File: config.mk
export PLATFORM = sky130hd
export DESIGN_NAME = fipsd_queue
export DESIGN_NICKNAME = d
export VERILOG_FILES = /design/src/hdl/fipsd_pkg.sv /design/src/hdl/fipsd_queue.sv
export SDC_FILE = /design/constraint.sdc
export NUM_CORES = 1
export LEC_CHECK = 0
export BUFFER_PORTS_ARGS = -buffer_cell sky130_fd_sc_hd__buf_2
export CORE_ASPECT_RATIO = 1.5
export CORE_MARGIN = 2
export CORE_UTILIZATION = 50
export CTS_BUF_LIST = sky130_fd_sc_hd__clkbuf_16
export CTS_CLUSTER_DIAMETER = 50
export DETAILED_ROUTE_END_ITERATION = 10
export GPL_TIMING_DRIVEN = 0
export PLACE_DENSITY = 0.71
export SETUP_SLACK_MARGIN = 0.02
export SYNTH_ARGS = -nofsm -noshare
export SYNTH_HDL_FRONTEND = slang
export SYNTH_SLANG_ARGS = --single-unit
export TNS_END_PERCENT = 5
File: constraint.sdc
create_clock -name clock -period 3.9 [get_ports clock]
set_clock_uncertainty 0.15 [all_clocks]
set_input_delay 0.39 -clock clock [delete_from_list [all_inputs] [get_ports clock]]
set_output_delay 0.39 -clock clock [all_outputs]
set_load 0.05 [all_outputs]
File: src/hdl/fipsd_pkg.sv
`default_nettype none
// ----------------------------------------------------------------------------
// fipsd_pkg
// Shared types, widths and constants of the inverse Park / SVPWM duty block.
// ----------------------------------------------------------------------------
package fipsd_pkg;

   localparam int ANGLE_BITS   = 12;
   localparam int DUTY_BITS    = 16;
   localparam int CMD_W        = 16;
   localparam int MAX_W        = 15;
   localparam int CSR_IDX_W    = 2;
   localparam int CORDIC_STEPS = 16;
   localparam int CW           = 34;
   localparam int ZW           = 34;
   localparam int TRIG_W       = 17;
   localparam int PROD_W       = 34;
   localparam int ALPHA_W      = 36;
   localparam int NW           = 58;
   localparam int QDEPTH       = 4;
   localparam int QAW          = 2;
   localparam int NDIV         = DUTY_BITS + 2;
   localparam int NST          = CORDIC_STEPS + 1 + 4 + NDIV;

   localparam logic signed [CW-1:0] CORDIC_X0 = 34'sd652032874;
   localparam logic signed [17:0]   SQRT3_HALF_Q16 = 18'sd56756;

   localparam logic [CSR_IDX_W-1:0] CSR_MAX_LEVEL = 2'd0;
   localparam logic [CSR_IDX_W-1:0] CSR_MODE      = 2'd1;

   typedef enum logic {
      MODE_SINE = 1'b0,
      MODE_SVM  = 1'b1
   } mode_type;

   typedef struct packed {
      logic signed [CMD_W:0] d2;
      logic signed [CMD_W:0] q2;
      logic signed [31:0]    z;
      logic                  flip;
   } cmd_type;

   function automatic logic signed [ZW-1:0] atan_turn(input int idx);
      logic signed [ZW-1:0] r;
      unique case (idx)
         0:       r = 34'sd536870912;
         1:       r = 34'sd316933406;
         2:       r = 34'sd167458907;
         3:       r = 34'sd85004755;
         4:       r = 34'sd42667331;
         5:       r = 34'sd21354465;
         6:       r = 34'sd10679838;
         7:       r = 34'sd5340245;
         8:       r = 34'sd2670163;
         9:       r = 34'sd1335087;
         10:      r = 34'sd667544;
         11:      r = 34'sd333772;
         12:      r = 34'sd166886;
         13:      r = 34'sd83443;
         14:      r = 34'sd41722;
         15:      r = 34'sd20861;
         default: r = '0;
      endcase
      return r;
   endfunction

endpackage
`default_nettype wire

File: src/hdl/fipsd_queue.sv
`default_nettype none
// ----------------------------------------------------------------------------
// fipsd_queue
// Short command queue between the front and the back.
// ----------------------------------------------------------------------------
module fipsd_queue import fipsd_pkg::*; (
   input  wire logic    clock,
   input  wire logic    reset,
   input  wire logic    push,
   input  wire cmd_type push_data,
   output logic         full,
   input  wire logic    pop,
   output logic         empty,
   output cmd_type      pop_data
);

   cmd_type           mem_ff [QDEPTH];
   logic [QAW-1:0]    wr_ff, wr_in;
   logic [QAW-1:0]    rd_ff, rd_in;
   logic [QAW:0]      count_ff, count_in;

   assign full     = count_ff == (QAW+1)'(QDEPTH);
   assign empty    = count_ff == '0;
   assign pop_data = mem_ff[rd_ff];

   always_comb begin
      wr_in    = push ? wr_ff + 1'b1 : wr_ff;
      rd_in    = pop  ? rd_ff + 1'b1 : rd_ff;
      count_in = count_ff + (QAW+1)'(push) - (QAW+1)'(pop);
   end

   always_ff @(posedge clock) begin
      if (reset) begin
         wr_ff    <= '0;
         rd_ff    <= '0;
         count_ff <= '0;
      end else begin
         wr_ff    <= wr_in;
         rd_ff    <= rd_in;
         count_ff <= count_in;
      end
   end

   always_ff @(posedge clock) begin
      if (push) begin
         mem_ff[wr_ff] <= push_data;
      end
   end

`ifndef SYNTHESIS
   a_no_overflow: assert property (@(posedge clock) disable iff (reset)
      push |-> !full)
      else $error("queue push while full");
   a_no_underflow: assert property (@(posedge clock) disable iff (reset)
      pop |-> !empty)
      else $error("queue pop while empty");
   a_count_range: assert property (@(posedge clock) disable iff (reset)
      count_ff <= (QAW+1)'(QDEPTH))
      else $error("queue count out of range");
`endif

endmodule
`default_nettype wire

* After elaboration in Yosys (flattened, before gate mapping)
Memories as Yosys holds them, arrays and structs flattened. A register that Yosys moved wholly into a read port is not among the register bits.
Cells that the tools add are included.
** Storage, ports and cells
- Bits in registers :: 7
- Latch bits :: 0
- Memory bits (writable) :: 268
- Bits in read-only memories :: 0
- Bits of input ports :: 71
- Output and inout bits :: 69
- Logic and storage cells :: 14
- Memories kept :: 1
** Cells by class
- $add $sub $neg :: 4
- Multipliers :: 0
- Divide/modulo/power cells :: 0
- $lt $le $gt $ge :: 0
- Equality and inequality tests :: 1
- Shifts and indexed selects :: 0
- Mux-type cells :: 4
- Bitwise gates (word level) :: 0
- Reductions and logical operators :: 1
** Memories
- mem_ff :: words 4, bits a word 67, rd ports 1, clocked after Yosys merged registers in 1, wr ports 1, line fipsd_queue.sv:17 : cmd_type mem_ff [QDEPTH];
** Operators with widths (number)
- adder 2 x 1 -> 2 bit, second input constant :: 2
- 2-to-1 mux 2 bit :: 2
- adder 3 x 1 -> 3 bit :: 1
- == test 3 bit, second input constant :: 1
- zero test 3 bit :: 1
- subtractor 3 x 1 -> 3 bit :: 1
- 2-to-1 mux 1 bit :: 2

* Longest topological paths before layout
- Depth after elaboration :: 3
- Mapped depth :: 7

* Least setup slack after synthesis
OpenSTA, ideal clock, no wires.
- Path kind :: register -> register
- Start point :: register wr_ff[0]
- End point :: memory mem_ff[0][0] (netlist bit), enable pin
- Library setup time :: 0.432 ns
- Arrival time :: 2.115 ns
- Required time :: 3.318 ns
- Slack :: 1.203 ns
- Cell stages (with the launch flop) :: 4
- Clock period less this slack :: 2.697 ns
- Path through :: dfxtp_1 > inv_1 > ha_1 > and2_1
** RTL lines
- start: declaration :: line fipsd_queue.sv:18 : logic [QAW-1:0] wr_ff, wr_in;
- start signal: assignment :: line fipsd_queue.sv:38 : wr_ff <= wr_in;
- end: declaration :: line fipsd_queue.sv:17
No word-level cell before the write port.

==> results_dict.tcl <==
set metrics [dict create \
    status "complete, no violations" \
    clock-sinks 277 \
    vias 4758 \
    timing.setup.tns_ns 0 \
    power.clock.fraction_pct 33.4 \
    switching_share_pct 25.1 \
    final_common_cell "edfxtp_1" \
    worst-path-max-fanout 10 \
    areaGrowthSynthToFinish_pct 25.4 \
    route.detailed.vias_per_inst 5.25 \
    dieHeight_um 178 \
    antenna_found_initial 0 \
    post_place_instance_area_um2 11300 \
    rows 63 \
    first_iter_violations 334 \
    rsz0062_at_grt "false" \
    cts.path.max_buffers 3 \
    pwr-share-comb_pct 15.6 \
    grt_max_degree 47 \
    synthesis.nets 470 \
    post_route_non_filler_standard_cell_count 906 \
    drt_wl_total_um 18300 \
    ys_seq_elements 277 \
    numPlacedInstances 795 \
    floorplan.initialDensity_pct 51.1 \
    drtAntennaViolNets 0 \
    grt_usage_pct 17.2 \
    cts_htree_levels 1 \
    worst_ir_drop_vdd_v 0.000465 \
    yosysWarnings 0 \
    clockRootBuffer "clkbuf_16" \
    finalHoldWorstSlack_ns 0.0736 \
    diodes 0 \
    timing.critical_path.to_type "output port" \
    timing.final.crit_period_ns 2.73 \
    commonest_non_fill_non_tap_cells_in_the_layout "edfxtp_1, buf_2, dlygate4sd3_1" \
    tritoncts "done" \
    design_area_um2 12700 \
    synth.avg_cell_area_um2 25.9 \
    worstSetupPathType "reg2out" \
    p_per_area_nw_per_um2 533 \
    layout.nets 708 \
    drt_pass_1_iters 4 \
    cp_required_ns 3.36 \
    cts_setup_buffers 0 \
    power.internal_mw 5.07 \
    drc 0 \
    die_area_um2 21500 \
    clock_transition_at_the_registers_of_the_reported_paths_ns 0.06 \
    max_transition_viols_final 0 \
    layout.filler_cells 1367 \
    clock_insertion_delay_worst_skew_ns 0.51 \
    holdCritPathClass "in2reg" \
    drt-wirelength-per-cell_um 20.2 \
    cap_violations 0 \
    gr-total-overflow 0 \
    synthCells 392 \
    worstSetupStartpointType "flop" \
    syn-cell-area_um2 10100 \
    core_area_um2 19900 \
    portBuffers 139 \
    grt_pass1_vias 5182 \
    layout_cell_share_with_drive_strength_beyond_1_pct 40.1 \
    synth_seq_area_share_pct 81.1 \
    synth_cell_types 22 \
    switching_power_mw 1.70 \
    seq_power_share_pct 51.0 \
    grt_first_pass_wirelength_um 27700 \
    dp.final_hpwl_um 11100 \
    critical_path_arrival_ns 2.19 \
    timing.fmax_mhz 367 \
    final_hold_viol_count 0 \
    power_leakage_nw 4.39 \
    design.portCount 140 \
    cts_buffer_count 25 \
    die_x_um 120 \
    tightestPinTransition_ns 0.656 \
    setup_violations 0 \
    max_slew_headroom_at_the_worst_pin_pct 56.3 \
    gp_congestion 0.758 \
    period_share_pct 69.9 \
]
==> cell usage after synthesis, drive strengths merged <==
master  instances  area (um2)
nor2            5        18.8
xor3            1        23.8
nor3            1        5.00
and2            4        25.0
mux4           67        1510
fa              1        20.0
nand3b          1        7.51
a21bo           1        10.0
mux2i           1        10.0
inv             6        22.5
and3            1        6.26
edfxtp        268        8050
a21oi           1        5.00
ha              6        75.1
dfxtp           9         180
nor2b           2        12.5
xnor2           2        17.5
buf            15         145
==> path summary, 6_finish.rpt <==
check                   start            to  slack, ns  cells after the start
setup reg to reg  count_ff[0]   count_ff[2]       1.99                      7
hold / removal            pop          flop       0.07                      3
setup / recovery         flop  pop_data[48]       1.17                      4
hold reg to reg      wr_ff[1]      wr_ff[1]       0.40                      2
==> timing repair <==
action | in CTS | in global routing
gates resized for setup | 0 | 0
hold buffers | 68 | 0
endpoints found under the hold margin | 275 | 0
==> kinds of logic after synthesis <==
family / after synthesis / share of synthesized area (%)
compound gates: 2 / 0.148
xor+xnor: 3 / 0.407
buf+inv: 21 / 1.65
flops: 277 / 81.1
simple gates: 14 / 0.740
fa+ha+maj: 7 / 0.938
mux: 68 / 15.0
==> worst max-delay path, stage by stage, from the launching register on <==
cell and delay, ns:
dfxtp_1 0.40, buf_2 0.32, buf_2 0.37, mux4_2 0.36, buf_2 0.23
==> state kept, by name, indices dropped and copies added, names as in the netlist, named ones only <==
| register | count |
|---|---|
| mem_ff | 268 |
| count_ff | 3 |
| rd_ff | 2 |
| wr_ff | 2 |
==> power groups by stage <==
stage	Clock (mW)	Sequential (mW)	Combinational (mW)
after global placement	0	3.52	0.976
after detailed placement	0	3.52	1.01
after global routing	2.43	3.47	1.11
after floorplan	0	3.52	0.746
final	2.26	3.46	1.06
after CTS	2.31	3.46	1.07
==> metal layers <==
metal  track usage (%)  part of all wire (%)  vias up
met2              31.7                    55      132
met4              6.30                   2.8        0
met3              2.56                   4.6       42
met5                 0                     0        -
met1              20.5                    38     2438
li1                  -                     -     2146
==> per-stage QoR <==
stage	utilization [%]	total power [mW]	worst slack (ns)
6_report	64.0	6.78	1.17
5_1_grt	64.0	7.01	1.05
4_1_cts	64.0	6.84	1.11
3_5_place_dp	56.8	4.54	1.67
3_3_place_gp	56.2	4.50	0.0382
2_1_floorplan	-	4.26	1.20
==> final cells by class <==
cell class | count | area (um2) | share of cell area, %
inverters | 6 | 22.5 | 0.177
multi-input cells | 94 | 1760 | 13.8
clock buffers | 25 | 626 | 4.92
plain buffers | 15 | 145 | 1.14
flip-flops and latches | 277 | 8230 | 64.7
repair buffers | 211 | 1490 | 11.7
clock inverters | 18 | 126 | 0.994
well taps | 260 | 325 | 2.56
Power figures use the tool's default switching activity.
