--- src/hdl/fipsd_pkg.sv ---
`default_nettype none
// ----------------------------------------------------------------------------
// fipsd_pkg
// Shared types, widths and constants of the inverse Park / SVPWM duty block.
// ----------------------------------------------------------------------------
package fipsd_pkg;

   localparam int ANGLE_BITS   = 12;
   localparam int DUTY_BITS    = 16;
   localparam int CMD_W        = 16;
   localparam int MAX_W        = 15;
   localparam int CSR_IDX_W    = 2;
   localparam int CORDIC_STEPS = 16;
   localparam int CW           = 34;
   localparam int ZW           = 34;
   localparam int TRIG_W       = 17;
   localparam int PROD_W       = 34;
   localparam int ALPHA_W      = 36;
   localparam int NW           = 58;
   localparam int QDEPTH       = 4;
   localparam int QAW          = 2;
   localparam int NDIV         = DUTY_BITS + 2;
   localparam int NST          = CORDIC_STEPS + 1 + 4 + NDIV;

   localparam logic signed [CW-1:0] CORDIC_X0 = 34'sd652032874;
   localparam logic signed [17:0]   SQRT3_HALF_Q16 = 18'sd56756;

   localparam logic [CSR_IDX_W-1:0] CSR_MAX_LEVEL = 2'd0;
   localparam logic [CSR_IDX_W-1:0] CSR_MODE      = 2'd1;

   typedef enum logic {
      MODE_SINE = 1'b0,
      MODE_SVM  = 1'b1
   } mode_type;

   typedef struct packed {
      logic signed [CMD_W:0] d2;
      logic signed [CMD_W:0] q2;
      logic signed [31:0]    z;
      logic                  flip;
   } cmd_type;

   function automatic logic signed [ZW-1:0] atan_turn(input int idx);
      logic signed [ZW-1:0] r;
      unique case (idx)
         0:       r = 34'sd536870912;
         1:       r = 34'sd316933406;
         2:       r = 34'sd167458907;
         3:       r = 34'sd85004755;
         4:       r = 34'sd42667331;
         5:       r = 34'sd21354465;
         6:       r = 34'sd10679838;
         7:       r = 34'sd5340245;
         8:       r = 34'sd2670163;
         9:       r = 34'sd1335087;
         10:      r = 34'sd667544;
         11:      r = 34'sd333772;
         12:      r = 34'sd166886;
         13:      r = 34'sd83443;
         14:      r = 34'sd41722;
         15:      r = 34'sd20861;
         default: r = '0;
      endcase
      return r;
   endfunction

endpackage
`default_nettype wire

--- src/hdl/fipsd_front.sv ---
`default_nettype none
// ----------------------------------------------------------------------------
// fipsd_front
// Accepts request beats, clamps both commands and folds the angle.
// ----------------------------------------------------------------------------
module fipsd_front import fipsd_pkg::*; (
   input  wire logic                    req_valid,
   output logic                         req_stall,
   input  wire logic signed [CMD_W-1:0] req_d_command,
   input  wire logic signed [CMD_W-1:0] req_q_command,
   input  wire logic [ANGLE_BITS-1:0]   req_electrical_angle,
   input  wire logic [MAX_W-1:0]        max_level,
   input  wire logic                    full,
   output logic                         push,
   output cmd_type                      cmd
);

   logic signed [CMD_W:0] lim;
   logic signed [CMD_W:0] nlim;
   logic signed [CMD_W:0] d2_raw;
   logic signed [CMD_W:0] q2_raw;
   logic [31:0]           p;

   assign req_stall = full;
   assign push      = req_valid && !full;

   always_comb begin
      lim    = $signed({2'b00, max_level});
      nlim   = -lim;
      d2_raw = $signed({req_d_command, 1'b0});
      q2_raw = $signed({req_q_command, 1'b0});
      p      = {req_electrical_angle, {(32-ANGLE_BITS){1'b0}}};

      priority if (d2_raw > lim) cmd.d2 = lim;
      else if (d2_raw < nlim)    cmd.d2 = nlim;
      else                       cmd.d2 = d2_raw;

      priority if (q2_raw > lim) cmd.q2 = lim;
      else if (q2_raw < nlim)    cmd.q2 = nlim;
      else                       cmd.q2 = q2_raw;

      cmd.flip = p[31] ^ p[30];
      cmd.z    = cmd.flip ? $signed({~p[31], p[30:0]}) : $signed(p);
   end

endmodule
`default_nettype wire

--- config.mk ---
export PLATFORM = sky130hd
export DESIGN_NAME = fipsd_front
export DESIGN_NICKNAME = d
export VERILOG_FILES = /design/src/hdl/fipsd_pkg.sv /design/src/hdl/fipsd_front.sv
export SDC_FILE = /design/constraint.sdc
export NUM_CORES = 1
export LEC_CHECK = 0
export BUFFER_PORTS_ARGS = -buffer_cell sky130_fd_sc_hd__buf_2
export CAP_MARGIN = 20
export CORE_MARGIN = 4
export CORE_UTILIZATION = 50
export DETAILED_ROUTE_END_ITERATION = 16
export PLACE_DENSITY_LB_ADDON = 0.05
export SLEW_MARGIN = 10
export SYNTH_ARGS = -nofsm -noshare
export SYNTH_HDL_FRONTEND = slang
export SYNTH_SLANG_ARGS = --single-unit
--- constraint.sdc ---
create_clock -name vclk -period 7.9
set_clock_uncertainty 0.15 [all_clocks]
set_input_delay 0.395 -clock vclk [all_inputs]
set_output_delay 0.395 -clock vclk [all_outputs]
set_load 0.03 [all_outputs]
# Yosys cells after proc, flatten, opt, wreduce, memory -nomap -nowiden
# Index checks and enable logic that the tools add are counted.
word_totals:
  ff_bits: 0
  in_bits: 61
  output_inout_bits: 69
op_classes:
  n_addsub: 1
  n_lt_le_gt_ge: 4
  muxes: 5
  bitwise: 2
  reduce_logical: 2
ops:
  columns: ["cell", "n"]
  rows:
  - ["$mux W17", 4]
  - ["$gt A17 B16 Y1", 2]
  - ["$lt A17 B17 Y1", 2]
  - ["$mux W32", 1]
  - ["$neg A15 Y17", 1]
  - ["$logic_and A1 B1 Y1", 1]
  - ["$logic_not A1 Y1", 1]
  - ["$not A1 Y1", 1]
  - ["$xor A1 B1 Y1", 1]

# Longest topological paths before layout
# Gate-level depths: netlist (run 1).
depth:
  word_depth: 4
  mapped_depth: 18

# Least setup slack after synthesis (run 1)
# OpenSTA, ideal clock, no wires.
synth_path:
  path_kind: "input to output"
  from: "in max_level[1]"
  to: "out cmd[48] (netlist bit)"
  arrival_time_ns: 4.460
  setup_slack_ns: 2.895
  stages: 15
  path_buffers: 2
  path_cell_list: "inv_1 > ha_1 > or4b_1 > buf_2 > or3_1 > nor2_1 > xnor2_1 > ha_1 > o2111ai_1 > a21o_1 > a2111oi_0 > nor2_1 > mux2_2 > buf_4 > o31ai_1"
synth_lines:
  columns: ["element", "line", "rtl"]
  rows:
  - ["start: declaration", "fipsd_front.sv:12", "input wire logic [MAX_W-1:0] max_level,"]
  - ["end: declaration", "fipsd_front.sv:15", "output cmd_type cmd"]

==> results.cfg, run 1 <==
[drt]
routed_wl_um = 9840
wl_per_cell_um = 17.8
drc = 0
viasPerCell = 6.15
drt_iter0_markers = 313
drt_pass1_iterations = 5
postRouteAntennaNets = 0
vias = 3407

[min_path]
hold_class = primary input to output pin
hold_depth = 0
hold_path_end = cmd[22]
worstHoldStart = req_electrical_angle[1]

[clock_network]
holdBufCountCts = 0
postCtsSetupBuffers = 0
cts_resized = 0

[floorplan]
die_h_um = 84.5
start_util_pct = 52.4
core_um2 = 5570
chipWidth_um = 84.5
die_area_um2 = 7130
placementRows = 27
ios = 130

[global_routing]
grt-busiest-layer = met2
overflow = 0
grt_use_met2_pct = 41.5
grt_max_degree = 33
grt_pass1_vias = 3020
grt_use_total_pct = 26.0
met3_usage_pct = 4.12
grt.met1_usage_pct = 38.0
grt_pass1_wl_um = 15500
grt_antenna_before_repair = 0

[logic_synthesis]
synth_warnings = 0
synth_area_um2 = 2920
avgSynthCellArea_um2 = 6.89
netlist_instances = 424
synth.top_cell.area_share_pct = 24.4
synthTopCellsByArea = ha_1 (24%), buf_4 (9.0%), nand2_1 (5.0%)
ys_seq_area_share_pct = 0
ys_types = 53
synth_top_cell_by_area = ha_1

[run_status]
status = finished clean

[sta]
post-route-period-util_pct = 72.8
hold_viol_final = 0
rsz0062_at_grt = false
max_freq_mhz = 174
slew_viol_final = 0
fin_ws_ns = 2.15
worst_slew_pin_slew_ns = 1.03
fin_tns_setup_ns = 0
maxSlewHeadroom_pct = 31.4
setup_violations = 0
period_minus_slack_ns = 5.75

[worst_setup_path]
crit_type = primary input to output pin
crit_arrival_ns = 5.21
cp-start-kind = primary input
required_ns = 7.36
end_kind = output pin
critPathLaunch = max_level[0]
cp_max_fo = 14

[placed_design]
gp_congestion = 0.936
pre_cts_ws_ns = 2.21
dp_hpwl_um = 8240
port_buffers = 90

[layout]
final_cell_mix = buf_2 (90), ha_1 (57), nand2_1 (39), nor2_1 (31), a21oi_1 (24)
n_clock_buffer = 0
multi_input_area_um2 = 2600
syn2layout_area_growth_pct = 9.76
n_fill_cell = 596
layout.nets = 602
drive_gt1_share_pct = 21.0
diodes = 0
seq_cells = 0
final_common_cell = buf_2
regArea_um2 = 0

[pwr]
p_total_w = 0.000277
p_leak_nw = 1.59
cellPowerDensity_nw_per_um2 = 86.2
ir_drop_v = 0.0000468

[flow_run]
max_cap_viol_count = 0
## where the power goes
group / internal [W] / leakage (nW) / switching [W] / total, W
sequential: 0 / 0 / 0 / 0
clock: 0 / 0 / 0 / 0
combinational: 0.0000892 / 1.59 / 0.000187 / 0.000277
total: 0.0000892 / 1.59 / 0.000187 / 0.000277
## Yosys cell counts (2+ instances only)
library cell and number:
inv_1 17, o2111ai_1 4, a211oi_1 10, o21a_1 4, ha_1 57, o2bb2ai_1 2, nor2_1 31, and3_1 2
nand4_1 8, xnor2_1 14, a211o_1 7, nor2b_1 10, o21ai_1 7, a21o_1 9, o22ai_1 21, xor2_1 4
clkbuf_1 11, nand2b_1 3, or2_2 3, nor4_1 2, mux2_2 2, a2111oi_0 3, o211ai_1 3, and2_1 2
or3_1 3, nand2_1 39, a21oi_1 24, nand3_1 20, nor3_1 19, mux2i_1 3, a21boi_1 3, o21ai_0 14
nand3b_1 3, buf_1 2, buf_2 3, buf_4 35, o31ai_1 4
## worst max-delay path by stage
stage	to	slack (ns)	cells past startpoint
5_1_grt	cmd[43]	1.75	16
3_3_place_gp	cmd[52]	2.32	16
4_1_cts	cmd[38]	2.20	16
6_report	cmd[38]	2.15	16
3_5_place_dp	cmd[38]	2.21	16
2_1_floorplan	cmd[48]	2.90	15
## critical path, stage by stage
cell       delay, ns
buf_2           0.14
inv_1           0.12
ha_1            0.28
or4b_1          0.60
or3_1           0.42
nor2_1          0.30
xnor2_1         0.22
ha_1            0.34
o2111ai_1       0.12
a21o_1          0.18
a2111oi_0       0.55
nor2_1          0.20
o2bb2ai_1       0.85
nor2b_1         0.25
nor3_1          0.06
buf_2           0.18
## routing by layer
| layer | share of wire [%] | vias to the layer above |
|---|---|---|
| met2 | 44 | 201 |
| met3 | 10 | 20 |
| li1 | - | 1655 |
| met4 | 1.4 | 0 |
| met1 | 45 | 1531 |
| met5 | 0 | - |
## area by class of cell
| type | instances | share of cell area [%] |
|---|---|---|
| inverter | 17 | 1.99 |
| multi-input combinational | 375 | 81.2 |
| tap | 72 | 2.81 |
| timing repair buffer | 90 | 14.0 |
## stage by stage
stage / utilization (%) / cells / hold WS, ns / cell area [um^2]
after floorplan: - / 443 / 0.750 / 2990
after global placement: 57.6 / 554 / 0.640 / 3210
after detailed placement: 57.6 / 554 / 0.640 / 3210
after CTS: 57.6 / 554 / 0.640 / 3210
after global routing: 57.6 / 554 / 0.640 / 3210
final: 57.6 / 554 / 0.640 / 3210
## cells by family after synthesis
family          share of synthesized area, %
compound gates                          28.3
simple gates                            25.1
mux                                     2.95
fa+ha+maj                               24.8
buf+inv                                 13.4
other cells                            0.128
xor+xnor                                5.39
(Power assumes the default switching activity.)
==> run 2: changes to the inputs <==
--- a/config.mk
+++ b/config.mk
@@ -5,6 +5,7 @@
 export SDC_FILE = /design/constraint.sdc
 export NUM_CORES = 1
 export LEC_CHECK = 0
+export ABC_AREA = 1
 export BUFFER_PORTS_ARGS = -buffer_cell sky130_fd_sc_hd__buf_2
 export CAP_MARGIN = 20
 export CORE_MARGIN = 4
==> constraint.sdc (replaced) <==
create_clock -name vclk -period 6
set_clock_uncertainty 0.15 [all_clocks]
set_input_delay 0.3 -clock vclk [all_inputs]
set_output_delay 0.3 -clock vclk [all_outputs]
set_load 0.03 [all_outputs]
==> run 2 against run 1 <==
  * First-iteration DRC count shrank 51%
  * Utilization shrank 0.37 points
  * Setup slack lost 0.29 ns
  * Via count grew 6.7%
  * Final area grew 7.4%
  * Sequential share of layout area is the same
  * Worst hold slack lost 0.19 ns
  * Global-route usage shrank 0.89 points
  * Critical path depth grew 4
==> results.cfg, run 2 <==
[run_status]
status = finished clean

[drt]
postRouteAntennaNets = 0
wl_met3_um = 721
viasPerCell = 5.42
vias = 3634
met2_length_um = 4910
wl_per_cell_um = 15.0
topRoutingLayerUsed = met4
drc = 0
drt_pass1_iterations = 5
wl_met1_um = 4130
drt_iter0_markers = 152
routed_wl_um = 10100

[layout]
n_clock_buffer = 0
final_common_cell = nand2_1
layout.nets = 716
diodes = 0
syn2layout_area_growth_pct = 8.47
fin_util_pct = 57.2
seq_cells = 0
n_fill_cell = 668
drive_gt1_share_pct = 22.3
final_cell_mix = nand2_1 (120), nand3_1 (96), buf_2 (90), inv_1 (72), ha_1 (57)
regArea_um2 = 0

[logic_synthesis]
yosysMostFrequentCell = nand2_1
synth_warnings = 0
ys_top_cells_by_count = nand2_1 (120), nand3_1 (96), inv_1 (72)
netlist_instances = 532
avgSynthCellArea_um2 = 5.97
ys_types = 34
synth_top_cell_by_area = ha_1
ys_seq_area_share_pct = 0
synth_area_um2 = 3180
synth.top_cell.area_share_pct = 22.4
synthTopCellsByArea = ha_1 (22%), nand3_1 (15%), nand2_1 (14%)

[pwr]
p_total_w = 0.000341
cellPowerDensity_nw_per_um2 = 98.8
ir_drop_v = 0.0000529
p_leak_nw = 2.19

[worst_setup_path]
end_kind = output pin
crit_arrival_ns = 3.69
crit_type = primary input to output pin
required_ns = 5.55
cp_max_fo = 15
cp-start-kind = primary input

[sta]
fin_tns_setup_ns = 0
hold_ws_ns = 0.450
hold_viol_final = 0
period_minus_slack_ns = 4.14
fin_ws_ns = 1.86
post-route-period-util_pct = 69.0
max_freq_mhz = 242
worst_slew_pin_slew_ns = 0.780
setup_violations = 0
maxSlewHeadroom_pct = 47.5
slew_viol_final = 0
rsz0062_at_grt = false

[min_path]
hold_class = primary input to output pin
worstHoldStart = req_electrical_angle[1]
hold_depth = 0
hold_path_end = cmd[22]

[placed_design]
dp_hpwl_um = 8310
port_buffers = 90
pre_cts_ws_ns = 1.86
gp_congestion = 0.929

[clock_network]
postCtsSetupBuffers = 0
holdBufCountCts = 0
cts_resized = 0

[global_routing]
grt_antenna_before_repair = 0
grt_pass1_vias = 3326
grt_max_degree = 18
grt_use_total_pct = 25.1
overflow = 0
grt_pass1_wl_um = 15700

[floorplan]
placementRows = 28
die_h_um = 87.7
ios = 130
chipWidth_um = 87.7
start_util_pct = 52.7
core_um2 = 6030
die_area_um2 = 7690

[flow_run]
max_cap_viol_count = 0
[run 2: changes by cell type in the layout (fill, tap and decap cells not counted), moves of 8 or more]
cell,delta
nand2_2,+9
o22ai_1,-21
nor2b_1,-10
a211oi_1,-8
nand3_2,+12
nand2_1,+81
nor3_1,-15
xnor2_1,-14
nand3_1,+76
inv_1,+55
[run 2: worst max path at each step]
stage                       from  slack [ns]  cells after the start       to
finish              max_level[0]        1.86                     20  cmd[33]
global route        max_level[0]        1.50                     20  cmd[33]
floorplan           max_level[0]        2.68                     20  cmd[49]
detailed placement  max_level[0]        1.86                     20  cmd[33]
global placement    max_level[0]        2.01                     20  cmd[33]
CTS                 max_level[0]        1.85                     20  cmd[33]
[run 2: layer usage]
layer	global-route usage [%]	vias up
li1	-	1841
met1	31.0	1610
met2	46.4	154
met3	1.13	29
met4	7.67	0
met5	0	-
[run 2: through the flow]
stage	instances	cell area (um^2)
2_1_floorplan	551	3250
3_3_place_gp	671	3450
3_5_place_dp	671	3450
4_1_cts	671	3450
5_1_grt	671	3450
6_report	671	3450
[run 2: layout make-up]
type	count	area, um^2	share of cell area [%]
multi-input combinational	428	2610	75.7
timing repair buffer	90	450	13.1
inverter	78	293	8.50
tap	75	93.8	2.72
[run 2: power breakdown]
group	total [W]	internal [W]	switching (W)
combinational	0.000341	0.000104	0.000237
sequential	0	0	0
clock	0	0	0
[run 2: cells by family after synthesis]
family          count (synthesis)  share of synthesized area [%]
other cells                     1                          0.118
compound gates                 43                           8.23
buf+inv                       123                           20.1
simple gates                  298                           46.3
xor+xnor                       10                           2.76
fa+ha+maj                      57                           22.4
[run 2: critical path: stages]
cell and delay [ns]:
buf_2 0.14, inv_2 0.14, ha_1 0.21, nand2_2 0.10, nor2_4 0.18, nand4_1 0.17, nor2_1 0.28, inv_1 0.14
nand2_1 0.18, ha_1 0.27, a21oi_1 0.15, nor2_1 0.05, a211oi_1 0.16, nand2_1 0.09, inv_2 0.10, nand3_2 0.35
nand2_1 0.26, o21ai_0 0.14, inv_1 0.09, buf_2 0.19
